$ cat config.mk
export PLATFORM = sky130hd
export DESIGN_NAME = two_beam_direction_counter
export DESIGN_NICKNAME = d
export VERILOG_FILES = /design/src/design/tbdc_pkg.sv /design/src/design/tbdc_cfg.sv /design/src/design/tbdc_core.sv /design/src/design/two_beam_direction_counter.sv
export SDC_FILE = /design/constraint.sdc
export NUM_CORES = 1
export LEC_CHECK = 0
export BUFFER_PORTS_ARGS = -buffer_cell sky130_fd_sc_hd__buf_2
export CORE_AREA = 3 3 267 138
export CTS_CLUSTER_DIAMETER = 120
export DETAILED_ROUTE_END_ITERATION = 7
export DIE_AREA = 0 0 270 141
export HOLD_SLACK_MARGIN = 0.1
export SLEW_MARGIN = 15
export SYNTH_ARGS = -nofsm -noshare
export SYNTH_HDL_FRONTEND = slang
export SYNTH_SLANG_ARGS = --single-unit
$ cat constraint.sdc
create_clock -name clock -period 4.7 [get_ports clock]
set_input_delay 0.235 -clock clock [delete_from_list [all_inputs] [get_ports clock]]
set_output_delay 0.235 -clock clock [all_outputs]
set_load 0.02 [all_outputs]
$ cat src/design/tbdc_pkg.sv
package tbdc_pkg;

   localparam int TIMER_BITS = 16;
   localparam int CFG_BITS = 16;
   localparam int COUNT_BITS = 32;
   localparam int CSR_INDEX_BITS = 8;
   localparam int NUM_TIMERS = 4;

   localparam logic [CSR_INDEX_BITS-1:0] REG_MIN_BREAK = CSR_INDEX_BITS'(0);
   localparam logic [CSR_INDEX_BITS-1:0] REG_BLOCKED = CSR_INDEX_BITS'(1);
   localparam logic [CSR_INDEX_BITS-1:0] REG_TIMEOUT = CSR_INDEX_BITS'(2);
   localparam logic [CSR_INDEX_BITS-1:0] REG_MIN_BETWEEN = CSR_INDEX_BITS'(3);

   localparam logic [CFG_BITS-1:0] MIN_BREAK_RESET = CFG_BITS'(25);
   localparam logic [CFG_BITS-1:0] BLOCKED_RESET = CFG_BITS'(2500);
   localparam logic [CFG_BITS-1:0] TIMEOUT_RESET = CFG_BITS'(500);
   localparam logic [CFG_BITS-1:0] MIN_BETWEEN_RESET = CFG_BITS'(75);

   localparam logic [1:0] TMR_MIN_BREAK = 2'd0;
   localparam logic [1:0] TMR_BLOCKED = 2'd1;
   localparam logic [1:0] TMR_TIMEOUT = 2'd2;
   localparam logic [1:0] TMR_MIN_BETWEEN = 2'd3;

   localparam logic ACT_TICK = 1'b0;
   localparam logic ACT_BEAM = 1'b1;

   localparam logic BEAM_TOP = 1'b0;
   localparam logic BEAM_BOTTOM = 1'b1;

   typedef enum logic [2:0] {
      EV_MIN_BREAK = 3'd0,
      EV_BLOCKED = 3'd1,
      EV_TIMEOUT = 3'd2,
      EV_MIN_BETWEEN = 3'd3,
      EV_BEAM = 3'd4
   } ev_type;

   typedef enum logic [2:0] {
      MODE_IDLE = 3'd0,
      MODE_FIRST_DEB = 3'd1,
      MODE_TRANSIT = 3'd2,
      MODE_WAIT_SECOND = 3'd3,
      MODE_SECOND_DEB = 3'd4,
      MODE_SECOND_VALID = 3'd5,
      MODE_BLOCKED = 3'd6
   } mode_type;

   typedef logic [NUM_TIMERS-1:0][TIMER_BITS-1:0] loads_type;

   typedef struct packed {
      logic action;
      logic beam;
      logic level;
   } req_type;

   typedef struct packed {
      logic signed [COUNT_BITS-1:0] people_count;
      logic count_changed;
      logic buzzer_on;
      logic top_led;
      logic bottom_led;
      logic [2:0] machine_state;
   } rsp_type;

   typedef struct packed {
      mode_type mode;
      logic [1:0] levels;
      logic first_id;
      logic second_id;
      logic [NUM_TIMERS-1:0] running;
      logic [NUM_TIMERS-1:0][TIMER_BITS-1:0] remaining;
      logic [COUNT_BITS-1:0] occupancy;
      logic alarm;
      logic changed;
   } st_type;

endpackage

$ cat src/design/tbdc_cfg.sv
module tbdc_cfg (
   input  logic clock,
   input  logic reset,
   input  logic csr_valid,
   input  logic csr_ready,
   input  logic [tbdc_pkg::CSR_INDEX_BITS-1:0] csr_index,
   input  logic [tbdc_pkg::CFG_BITS-1:0] csr_data,
   output tbdc_pkg::loads_type loads
);

   localparam int WIDE_BITS = tbdc_pkg::CFG_BITS + tbdc_pkg::TIMER_BITS;

   logic [tbdc_pkg::CFG_BITS-1:0] min_break_ff;
   logic [tbdc_pkg::CFG_BITS-1:0] blocked_ff;
   logic [tbdc_pkg::CFG_BITS-1:0] timeout_ff;
   logic [tbdc_pkg::CFG_BITS-1:0] min_between_ff;

   function automatic logic [tbdc_pkg::TIMER_BITS-1:0] load_value(
      input logic [tbdc_pkg::CFG_BITS-1:0] v
   );
      logic [WIDE_BITS-1:0] wide;
      logic [WIDE_BITS-1:0] limit;
      wide = WIDE_BITS'(v);
      limit = WIDE_BITS'({tbdc_pkg::TIMER_BITS{1'b1}});
      if (wide == '0) begin
         wide = WIDE_BITS'(1);
      end
      if (wide > limit) begin
         wide = limit;
      end
      return tbdc_pkg::TIMER_BITS'(wide);
   endfunction

   always_ff @(posedge clock) begin
      if (reset) begin
         min_break_ff <= tbdc_pkg::MIN_BREAK_RESET;
         blocked_ff <= tbdc_pkg::BLOCKED_RESET;
         timeout_ff <= tbdc_pkg::TIMEOUT_RESET;
         min_between_ff <= tbdc_pkg::MIN_BETWEEN_RESET;
      end else if (csr_valid && csr_ready) begin
         case (csr_index)
            tbdc_pkg::REG_MIN_BREAK: min_break_ff <= csr_data;
            tbdc_pkg::REG_BLOCKED: blocked_ff <= csr_data;
            tbdc_pkg::REG_TIMEOUT: timeout_ff <= csr_data;
            tbdc_pkg::REG_MIN_BETWEEN: min_between_ff <= csr_data;
            default: ;
         endcase
      end
   end

   always_comb begin
      loads[tbdc_pkg::TMR_MIN_BREAK] = load_value(min_break_ff);
      loads[tbdc_pkg::TMR_BLOCKED] = load_value(blocked_ff);
      loads[tbdc_pkg::TMR_TIMEOUT] = load_value(timeout_ff);
      loads[tbdc_pkg::TMR_MIN_BETWEEN] = load_value(min_between_ff);
   end

endmodule

$ cat src/design/tbdc_core.sv
module tbdc_core (
   input  logic clock,
   input  logic reset,
   input  logic go,
   input  tbdc_pkg::req_type item,
   input  tbdc_pkg::loads_type loads,
   output tbdc_pkg::rsp_type result
);

   tbdc_pkg::st_type st_ff;
   tbdc_pkg::st_type st_in;

   function automatic tbdc_pkg::st_type tmr_start(
      input tbdc_pkg::st_type s,
      input logic [1:0] t,
      input tbdc_pkg::loads_type ld
   );
      tbdc_pkg::st_type n;
      n = s;
      if (!n.running[t]) begin
         n.running[t] = 1'b1;
         n.remaining[t] = ld[t];
      end
      return n;
   endfunction

   function automatic tbdc_pkg::st_type tmr_restart(
      input tbdc_pkg::st_type s,
      input logic [1:0] t,
      input tbdc_pkg::loads_type ld
   );
      tbdc_pkg::st_type n;
      n = s;
      if (n.running[t]) begin
         n.remaining[t] = ld[t];
      end
      return n;
   endfunction

   function automatic tbdc_pkg::st_type tmr_stop(
      input tbdc_pkg::st_type s,
      input logic [1:0] t
   );
      tbdc_pkg::st_type n;
      n = s;
      n.running[t] = 1'b0;
      n.remaining[t] = '0;
      return n;
   endfunction

   function automatic tbdc_pkg::st_type handle_ev(
      input tbdc_pkg::st_type s,
      input tbdc_pkg::ev_type ev,
      input logic beam,
      input logic level,
      input tbdc_pkg::loads_type ld
   );
      tbdc_pkg::st_type n;
      logic is_beam;
      n = s;
      is_beam = (ev == tbdc_pkg::EV_BEAM);
      case (s.mode)
         tbdc_pkg::MODE_IDLE: begin
            if (is_beam && level) begin
               n.mode = tbdc_pkg::MODE_FIRST_DEB;
               n = tmr_start(n, tbdc_pkg::TMR_MIN_BREAK, ld);
               n = tmr_start(n, tbdc_pkg::TMR_BLOCKED, ld);
               n = tmr_start(n, tbdc_pkg::TMR_MIN_BETWEEN, ld);
               n.first_id = beam;
            end
         end
         tbdc_pkg::MODE_FIRST_DEB: begin
            if (ev == tbdc_pkg::EV_MIN_BREAK) begin
               n.mode = tbdc_pkg::MODE_TRANSIT;
            end else begin
               n.mode = tbdc_pkg::MODE_IDLE;
               n = tmr_stop(n, tbdc_pkg::TMR_MIN_BREAK);
               n = tmr_stop(n, tbdc_pkg::TMR_BLOCKED);
               n = tmr_stop(n, tbdc_pkg::TMR_MIN_BETWEEN);
            end
         end
         tbdc_pkg::MODE_TRANSIT: begin
            if (ev == tbdc_pkg::EV_MIN_BETWEEN) begin
               n.mode = tbdc_pkg::MODE_WAIT_SECOND;
            end else begin
               n.mode = tbdc_pkg::MODE_IDLE;
               n = tmr_stop(n, tbdc_pkg::TMR_BLOCKED);
               n = tmr_stop(n, tbdc_pkg::TMR_MIN_BETWEEN);
            end
         end
         tbdc_pkg::MODE_WAIT_SECOND: begin
            if (is_beam && beam != s.first_id && level) begin
               n.mode = tbdc_pkg::MODE_SECOND_DEB;
               n.second_id = beam;
               n = tmr_start(n, tbdc_pkg::TMR_MIN_BREAK, ld);
               // Restart when running and start when stopped both reload it.
               n.running[tbdc_pkg::TMR_BLOCKED] = 1'b1;
               n.remaining[tbdc_pkg::TMR_BLOCKED] = ld[tbdc_pkg::TMR_BLOCKED];
               n = tmr_stop(n, tbdc_pkg::TMR_TIMEOUT);
            end else if (is_beam && beam == s.first_id && !level) begin
               n = tmr_stop(n, tbdc_pkg::TMR_BLOCKED);
               n = tmr_start(n, tbdc_pkg::TMR_TIMEOUT, ld);
            end else if (is_beam && beam == s.first_id && level) begin
               n = tmr_start(n, tbdc_pkg::TMR_BLOCKED, ld);
               n = tmr_stop(n, tbdc_pkg::TMR_TIMEOUT);
            end else if (ev == tbdc_pkg::EV_TIMEOUT) begin
               n.mode = tbdc_pkg::MODE_IDLE;
            end else if (ev == tbdc_pkg::EV_BLOCKED) begin
               n.mode = tbdc_pkg::MODE_BLOCKED;
               n.alarm = 1'b1;
            end
         end
         tbdc_pkg::MODE_SECOND_DEB: begin
            if (ev == tbdc_pkg::EV_MIN_BREAK) begin
               n.mode = tbdc_pkg::MODE_SECOND_VALID;
            end else begin
               if (s.levels[s.first_id]) begin
                  n.mode = tbdc_pkg::MODE_WAIT_SECOND;
                  n = tmr_restart(n, tbdc_pkg::TMR_BLOCKED, ld);
               end else begin
                  n.mode = tbdc_pkg::MODE_IDLE;
                  n = tmr_stop(n, tbdc_pkg::TMR_BLOCKED);
               end
               n = tmr_stop(n, tbdc_pkg::TMR_MIN_BREAK);
            end
         end
         tbdc_pkg::MODE_SECOND_VALID: begin
            if (is_beam && beam == s.second_id && !level && !s.levels[s.first_id]) begin
               n.mode = tbdc_pkg::MODE_IDLE;
               n = tmr_stop(n, tbdc_pkg::TMR_BLOCKED);
               if (s.first_id == tbdc_pkg::BEAM_TOP && s.second_id == tbdc_pkg::BEAM_BOTTOM)
                  begin
                  n.occupancy = s.occupancy + tbdc_pkg::COUNT_BITS'(1);
               end else begin
                  n.occupancy = s.occupancy - tbdc_pkg::COUNT_BITS'(1);
               end
               n.changed = 1'b1;
            end else if (is_beam && beam == s.second_id && !level) begin
               n.mode = tbdc_pkg::MODE_WAIT_SECOND;
               n = tmr_restart(n, tbdc_pkg::TMR_BLOCKED, ld);
            end else if (ev == tbdc_pkg::EV_BLOCKED) begin
               n.mode = tbdc_pkg::MODE_BLOCKED;
               n.alarm = 1'b1;
            end
         end
         tbdc_pkg::MODE_BLOCKED: begin
            if (s.levels == 2'b00) begin
               n.alarm = 1'b0;
               n.mode = tbdc_pkg::MODE_IDLE;
            end
         end
         default: begin
            n = s;
         end
      endcase
      return n;
   endfunction

   always_comb begin
      tbdc_pkg::st_type s;
      logic [tbdc_pkg::NUM_TIMERS-1:0] fired;
      s = st_ff;
      s.changed = 1'b0;
      fired = '0;
      if (item.action == tbdc_pkg::ACT_TICK) begin
         for (int t = 0; t < tbdc_pkg::NUM_TIMERS; t++) begin
            if (s.running[t]) begin
               if (s.remaining[t] != '0) begin
                  s.remaining[t] = s.remaining[t] - tbdc_pkg::TIMER_BITS'(1);
               end
               if (s.remaining[t] == '0) begin
                  s.running[t] = 1'b0;
                  fired[t] = 1'b1;
               end
            end
         end
         // Expiries of one tick are handled in fixed priority order.
         if (fired[tbdc_pkg::TMR_MIN_BREAK]) begin
            s = handle_ev(s, tbdc_pkg::EV_MIN_BREAK, 1'b0, 1'b0, loads);
         end
         if (fired[tbdc_pkg::TMR_BLOCKED]) begin
            s = handle_ev(s, tbdc_pkg::EV_BLOCKED, 1'b0, 1'b0, loads);
         end
         if (fired[tbdc_pkg::TMR_TIMEOUT]) begin
            s = handle_ev(s, tbdc_pkg::EV_TIMEOUT, 1'b0, 1'b0, loads);
         end
         if (fired[tbdc_pkg::TMR_MIN_BETWEEN]) begin
            s = handle_ev(s, tbdc_pkg::EV_MIN_BETWEEN, 1'b0, 1'b0, loads);
         end
      end else begin
         s.levels[item.beam] = item.level;
         s = handle_ev(s, tbdc_pkg::EV_BEAM, item.beam, item.level, loads);
      end
      st_in = s;
   end

   always_ff @(posedge clock) begin
      if (reset) begin
         st_ff <= '0;
      end else if (go) begin
         st_ff <= st_in;
      end
   end

   always_comb begin
      result.people_count = signed'(st_in.occupancy);
      result.count_changed = st_in.changed;
      result.buzzer_on = st_in.alarm;
      result.top_led = st_in.levels[tbdc_pkg::BEAM_TOP];
      result.bottom_led = st_in.levels[tbdc_pkg::BEAM_BOTTOM];
      result.machine_state = 3'(st_in.mode);
   end

endmodule

$ cat src/design/two_beam_direction_counter.sv
// Channel   Direction  Handshake               Payload
// req_      in         req_valid / req_stall   tbdc_pkg::req_type
// rsp_      out        rsp_valid / rsp_stall   tbdc_pkg::rsp_type
// csr_      in         csr_valid / csr_ready   csr_index, csr_data
//
// An accepted item is held in the input register and is processed when the output
// register can take it, and its result is written there; one item per cycle
// while the result is not stalled. Result valid is driven from the output register.
// Synchronous reset returns the machine to idle and the config registers to their defaults.
// A stalled result holds the output register and, once the input register is
// full, stalls the input channel.
module two_beam_direction_counter (
   input  logic clock,
   input  logic reset,
   input  logic req_valid,
   output logic req_stall,
   input  tbdc_pkg::req_type req_data,
   output logic rsp_valid,
   input  logic rsp_stall,
   output tbdc_pkg::rsp_type rsp_data,
   input  logic csr_valid,
   output logic csr_ready,
   input  logic [tbdc_pkg::CSR_INDEX_BITS-1:0] csr_index,
   input  logic [tbdc_pkg::CFG_BITS-1:0] csr_data
);

   logic in_valid_ff;
   tbdc_pkg::req_type in_data_ff;
   logic out_valid_ff;
   tbdc_pkg::rsp_type out_data_ff;
   logic advance;
   logic go;
   tbdc_pkg::loads_type loads;
   tbdc_pkg::rsp_type result;

   assign advance = !out_valid_ff || !rsp_stall;
   assign go = in_valid_ff && advance;
   assign req_stall = in_valid_ff && !advance;
   assign csr_ready = 1'b1;
   assign rsp_valid = out_valid_ff;
   assign rsp_data = out_data_ff;

   tbdc_cfg u_cfg (
      .clock(clock),
      .reset(reset),
      .csr_valid(csr_valid),
      .csr_ready(csr_ready),
      .csr_index(csr_index),
      .csr_data(csr_data),
      .loads(loads)
   );

   tbdc_core u_core (
      .clock(clock),
      .reset(reset),
      .go(go),
      .item(in_data_ff),
      .loads(loads),
      .result(result)
   );

   always_ff @(posedge clock) begin
      if (reset) begin
         in_valid_ff <= 1'b0;
         out_valid_ff <= 1'b0;
      end else begin
         if (!req_stall) begin
            in_valid_ff <= req_valid;
         end
         if (advance) begin
            out_valid_ff <= go;
         end
      end
   end

   always_ff @(posedge clock) begin
      if (req_valid && !req_stall) begin
         in_data_ff <= req_data;
      end
      if (go) begin
         out_data_ff <= result;
      end
   end

endmodule
## Yosys cells after proc, flatten, opt, wreduce, memory -nomap -nowiden

Index checks and enable logic that the tools add are counted.

| word-level totals | value |
|---|---|
| word-level logic and storage cells | 259 |
| register bits after elaboration | 216 |

| cells by class | value |
|---|---|
| multiplexer cells | 111 |
| bitwise gates (word level) | 1 |
| eq/ne operators | 49 |
| add/sub/neg operators | 6 |
| reduce and logical (&&, ||, !) cells | 53 |
| order comparisons | 10 |

Operator list:

| operator | count |
|---|---|
| 2-to-1 mux 109 bit | 12 |
| case mux 104 bit (3 select lines) | 2 |
| case mux 104 bit (6 select lines) | 1 |
| 2-to-1 mux 16 bit | 32 |
| 2-to-1 mux 108 bit | 4 |
| case mux 104 bit (2 select lines) | 1 |
| 2-to-1 mux 101 bit | 2 |
| zero test 16 bit | 8 |
| 2-to-1 mux 100 bit | 1 |
| greater-than comparator 16 bit, second input constant | 4 |
| nonzero test 16 bit | 4 |
| subtractor 16 x 1 -> 16 bit, second input constant | 4 |
| 2-to-1 mux 1 bit | 38 |
| case mux 3 bit (4 select lines) | 3 |
| adder 32 x 1 -> 32 bit, second input constant | 1 |
| 2-to-1 mux 32 bit | 1 |
| subtractor 32 x 1 -> 32 bit, second input constant | 1 |
| == test 3 bit, second input constant | 10 |
| AND reduction 8 bit | 3 |
| == test 3 x 2 -> 1 bit, second input constant | 7 |
| case mux 3 bit (6 select lines) | 1 |
| AND reduction 6 bit | 3 |
| == test 8 x 2 -> 1 bit, second input constant | 2 |
| 2-to-1 mux 3 bit | 5 |
| 36 further kinds | 80 |

## Depth between registers and ports, before layout

| logic depth | value |
|---|---|
| word-level depth | 28 |
| gate-level depth with buffers | 19 |

## Hierarchy

A second synthesis with hierarchy kept.

| second synthesis, totals | value |
|---|---|
| cell total of the unflattened synthesis | 1940 |
| area, all modules | 15327.2 sq um |

By module, submodules not included:

| module | area each (sq um) | seq. area each (sq um) | instances | cells each |
|---|---|---|---|---|
| tbdc_core | 10975.5 | 2162.1 | 1 | 1565 |
| tbdc_cfg | 2992.9 | 1281.2 | 1 | 321 |
| two_beam_direction_counter | 1358.8 | 1301.2 | 1 | 54 |

## Least setup slack after synthesis

No wires, ideal clock.

| timing path | value |
|---|---|
| path kind | reg-to-reg |
| from | register u_core.st_ff[34] (netlist bit) |
| to | register out_data_ff (netlist bit rsp_data[0]), data pin |
| arrival | 4.291 ns |
| stages on the path, launching flop included | 17 |
| setup slack | 0.155 ns |
| cells stage by stage | dfxtp_1 clkbuf_1 inv_1 ha_1 or3b_1 or4_4 or3_4 a311oi_4 nand3_2 nor3_1 a311o_1 clkbuf_1 o31a_1 o21ai_1 or4_1 a31o_1 nor2b_1 |

RTL lines:

| element | RTL line | RTL |
|---|---|---|
| start, declared | tbdc_core.sv:10 | `tbdc_pkg::st_type st_ff;` |
| start signal, assigned | tbdc_core.sv:201 | `st_ff <= st_in;` |
| end signal, assigned | two_beam_direction_counter.sv:81 | `out_data_ff <= result;` |
| end, declared | two_beam_direction_counter.sv:30 | `tbdc_pkg::rsp_type out_data_ff;` |

## Worst setup path in the final report

| timing path | value |
|---|---|
| from | register u_core.st_ff[34] (netlist bit) |
| to | register u_core.st_ff[59] (netlist bit) |

| on the way | value |
|---|---|
| word-level cells in the longest chain between the ends | 25 |

RTL lines:

| element | RTL line | RTL |
|---|---|---|
| subtractor 16 x 1 -> 16 bit or nonzero test 16 bit (tied branches) | tbdc_core.sv:169, tbdc_core.sv:168 |  |
| 2-to-1 mux 16 bit * | tbdc_core.sv:168 | `if (s.remaining[t] != '0) begin` |
| 2-to-1 mux 16 bit * | tbdc_core.sv:167 | `if (s.running[t]) begin` |
| 2-to-1 mux 16 bit * | tbdc_core.sv:165 | `if (item.action == tbdc_pkg::ACT_TICK) begin` |
| zero test 16 bit * | tbdc_core.sv:171 | `if (s.remaining[t] == '0) begin` |
| 2-to-1 mux 1 bit * | tbdc_core.sv:171 |  |
| 2-to-1 mux 1 bit * | tbdc_core.sv:167 |  |
| 2-to-1 mux 1 bit * | tbdc_core.sv:165 |  |
| [... 9 more ...] | -- |  |
| 2-to-1 mux 109 bit * | tbdc_core.sv:184 | `if (fired[tbdc_pkg::TMR_TIMEOUT]) begin` |
| 2-to-1 mux 109 bit * | tbdc_core.sv:165 |  |
| 2-to-1 mux 1 bit (implied by the code) or 2-to-1 mux 109 bit (tied branches) | tbdc_core.sv:117, tbdc_core.sv:165 |  |
| 2-to-1 mux 1 bit (implied by the code) or 2-to-1 mux 16 bit (tied branches) | tbdc_core.sv:117, tbdc_core.sv:34 |  |
| 2-to-1 mux 108 bit | tbdc_core.sv:117 | `if (s.levels[s.first_id]) begin` |
| case mux 104 bit (2 select lines) | tbdc_core.sv:62 | `case (s.mode)` |
| 2-to-1 mux 109 bit * | tbdc_core.sv:187 | `if (fired[tbdc_pkg::TMR_MIN_BETWEEN]) begin` |
| 2-to-1 mux 109 bit * | tbdc_core.sv:165 |  |

Mark *: on every way between the ends. The select of a mux whose other input is x is not followed.
A chain may end at the register's enable or synchronous reset.

==> summary.txt <==
status: completed
DR vias/cell: 5.783
Antenna diodes: 0
final hold vios: 0
final core occ: 0.4681
placed instance count: 2,263
WP data required: 5150 ps
layout cells sized above 1: 0.1414
max-capacitance violation count: 0
Slew @ Worst Pin: 1045 ps
worst hold path type: input port to register
Startpoint Class: register
Most used DFF post-synth: dfxtp_1
sequential element share of the synthesized area: 0.3433
first-pass GRT wire length: 66,890 um
end of the critical path: u_core.st_ff[59]
Routed met3 length: 3209 um
Final Slew Violations: 0
Clock Pin Slew Worst Setup and Hold Paths: 70 ps
Worst R2R Setup Slack: 150 ps
Top Layer Used: met4
CTS sink count: 216
Avg Synthesized Cell Area: 7.888 sq um
critical path class: register to register
WL final: 42,050 um
final cell count without fillers: 2,335
FMAX: 0.2196 GHz
routability cong.: 0.9481
fin nets: 1,914
drt drc: 0
Setup crit end kind: register
clock root cell: clkbuf_16
Core Region: 0.03441 sq mm
fin crit period: 4554 ps
Starting Density: 0.4016
Area Overhead vs Synth: 16.56%
Die W: 270 um
via count: 13,504
Overall Global Routing Usage: 0.2123
Synth Instances: 1,752
R2R Path End: u_core.st_ff[59]
Die ar.: 0.03807 sq mm
Worst slew margin: 0.2954
pwr dens: 292.6 mW/mm^2
Syn Nets: 1,822
Synth cell types: 89
vias in the first global route: 12,296
initial antenna violation count: 0
Leak Pwr: 6.340 nW
largest stage delay on the critical path: 540 ps
global route overflow: 0
clk buf depth: 3
largest fanout on the critical path: 5
Clock Latency Late Sink: 560 ps
Post-synth ARST share: 0
largest net degree at the start of global routing: 82
drt wl/cell: 18.01 um
crit path DAT: 5000 ps
Die H: 141 um
worst r2r src: u_core.st_ff[34]
CTS H-tree depth: 1
Post-Syn Area: 0.01382 sq mm
met1 WL: 19,620 um
CP startpoint: u_core.st_ff[34]
Final setup viols: 0
Worst VDD drop: 246.7 uV
final worst path period share: 0.9690
Routed Antenna Nets: 0
CTS tree: yes
Setup Skew: 29.38 ps
row cnt: 48
synth warn: 0
number of synthesized flops with an enable pin: 42
Seq cells post-synth: 216
CP max stage cell: or4_4
cts bufs inserted: 23
count of input and output buffers: 72
unrepaired setup endpoints after global routing: true
Worst Reg2Reg Path Length in Cells: 15
IO Pins: 74
hpwl dp: 29,390 um
drt first pass iters: 5
routed wire length on met2: 18,300 um
initial DRC count: 1,207
critical-path cell list: inv_4 > ha_4 > or3b_4 > or4_4 > or3_4 > a311oi_4 > nand3_2 > or2_4 > buf_6 > a311o_2 > nor4bb_1 > a211oi_1 > and3_4 > a41o_1 > a221o_1
## synth_stat cells, types with 13 or more instances
cell type,instances,share of area
o31ai_1,17,0.0092
dfxtp_1,174,0.25
and2_1,13,0.0059
nand2_1,219,0.059
o21a_1,18,0.0098
or3_1,27,0.012
ha_1,37,0.033
nor4_1,35,0.016
xor2_1,21,0.013
a21o_1,19,0.010
inv_1,45,0.012
mux2i_1,66,0.048
nor2_1,183,0.050
a211oi_1,17,0.0092
nor3_1,90,0.033
a21oi_1,120,0.043
a31oi_1,16,0.0072
clkbuf_1,92,0.025
edfxtp_1,42,0.091
xnor2_1,37,0.023
nand3_1,39,0.014
o21ai_0,112,0.041
a22oi_1,34,0.018
or4_1,16,0.0087
nand4_1,13,0.0059
mux2_2,14,0.011
## state kept, by name, summed over array words and instances, names as in the netlist
register              cells
rsp_data                 39
u_cfg.timeout_ff         16
rsp_valid                 1
u_core.st_ff            108
in_data_ff                3
in_valid_ff               1
u_cfg.min_between_ff     16
u_cfg.min_break_ff       16
u_cfg.blocked_ff         16
## where the power goes
part	switching, mW	internal [mW]	total [mW]
registers	0.0384	1.93	1.97
logic	0.579	0.379	0.958
clock network	0.800	0.985	1.79
total	1.42	3.30	4.71
## worst min path at each step
stage                      startpoint                to  slack [ps]  cells past startpoint
final                           reset  u_core.st_ff[72]         220                      2
after detailed placement  req_data[0]     in_data_ff[0]         420                      1
after floorplan           req_data[0]     in_data_ff[0]         330                      0
after CTS                       reset  u_core.st_ff[72]         200                      2
after global routing            reset  u_core.st_ff[79]         240                      2
after global placement    req_data[2]     in_data_ff[2]         410                      1
## metrics by stage
step / setup slack, ps / instance area (sq um) / TNS, ps / total power [mW] / hold WS, ps
6_report: 145.7 / 16110 / 0 / 4.714 / 220.7
5_1_grt: -17.01 / 16110 / -25.48 / 4.944 / 235.2
4_1_cts: 51.32 / 15880 / 0 / 4.724 / 200.6
3_5_place_dp: 62.56 / 14950 / 0 / 2.918 / 421.8
3_3_place_gp: 116.8 / 14950 / 0 / 2.919 / 413.6
2_1_floorplan: 155.1 / 13820 / 0 / 2.643 / 333.9
## cell families (layout without fill, tap and decap cells)
logic type      count (synthesis)  after routing  share of synthesized area
xor+xnor                       58             58                    0.03676
mux                            80             80                    0.05921
other cells                     1              1                  0.0002714
compound gates                477            479                     0.2282
simple gates                  718            718                     0.2490
flops                         216            216                     0.3433
fa+ha+maj                      38             38                    0.03495
buf+inv                       164            270                    0.04826
## cell usage in the layout, fill, tap and decap left out, drive strengths merged, types with 36 or more instances in the layout
cell type    n
nand2      219
nor2       184
dfxtp      174
buf        162
o21ai      122
a21oi      120
nor3        90
mux2i       66
inv         48
edfxtp      42
nand3       40
xnor2       37
ha          37
nor4        36
## worst max-delay path: cells and delay by family, from the launching register on
family,cells,cell delay [ps]
compound gates,5,1480
simple gates,7,2290
flops,1,340
buf+inv,2,210
fa+ha+maj,1,130
## what timing repair did
action                     in CTS  in global routing
hold buffers                   21                  0
hold endpoints to repair       66                  0
buffers inserted                0                  8
resized for setup               0                 33
setup endpoints to repair       0                 58
## cell type report
cell class | count | area (sq um)
repair buffers | 183 | 1294
fillers | 3415 | 18310
inverters | 46 | 175.2
multi-input cells | 1374 | 8584
clock inverters | 10 | 98.84
flip-flops and latches | 216 | 4746
well taps | 475 | 594.3
clock buffers | 31 | 615.6
## metal layers
metal / GRT usage / vias up
met5: 0 / -
met3: 0.04320 / 67
met4: 0.04729 / 0
met1: 0.2985 / 6329
met2: 0.3365 / 470
li1: - / 6638
Power figures use the tool's default switching activity.
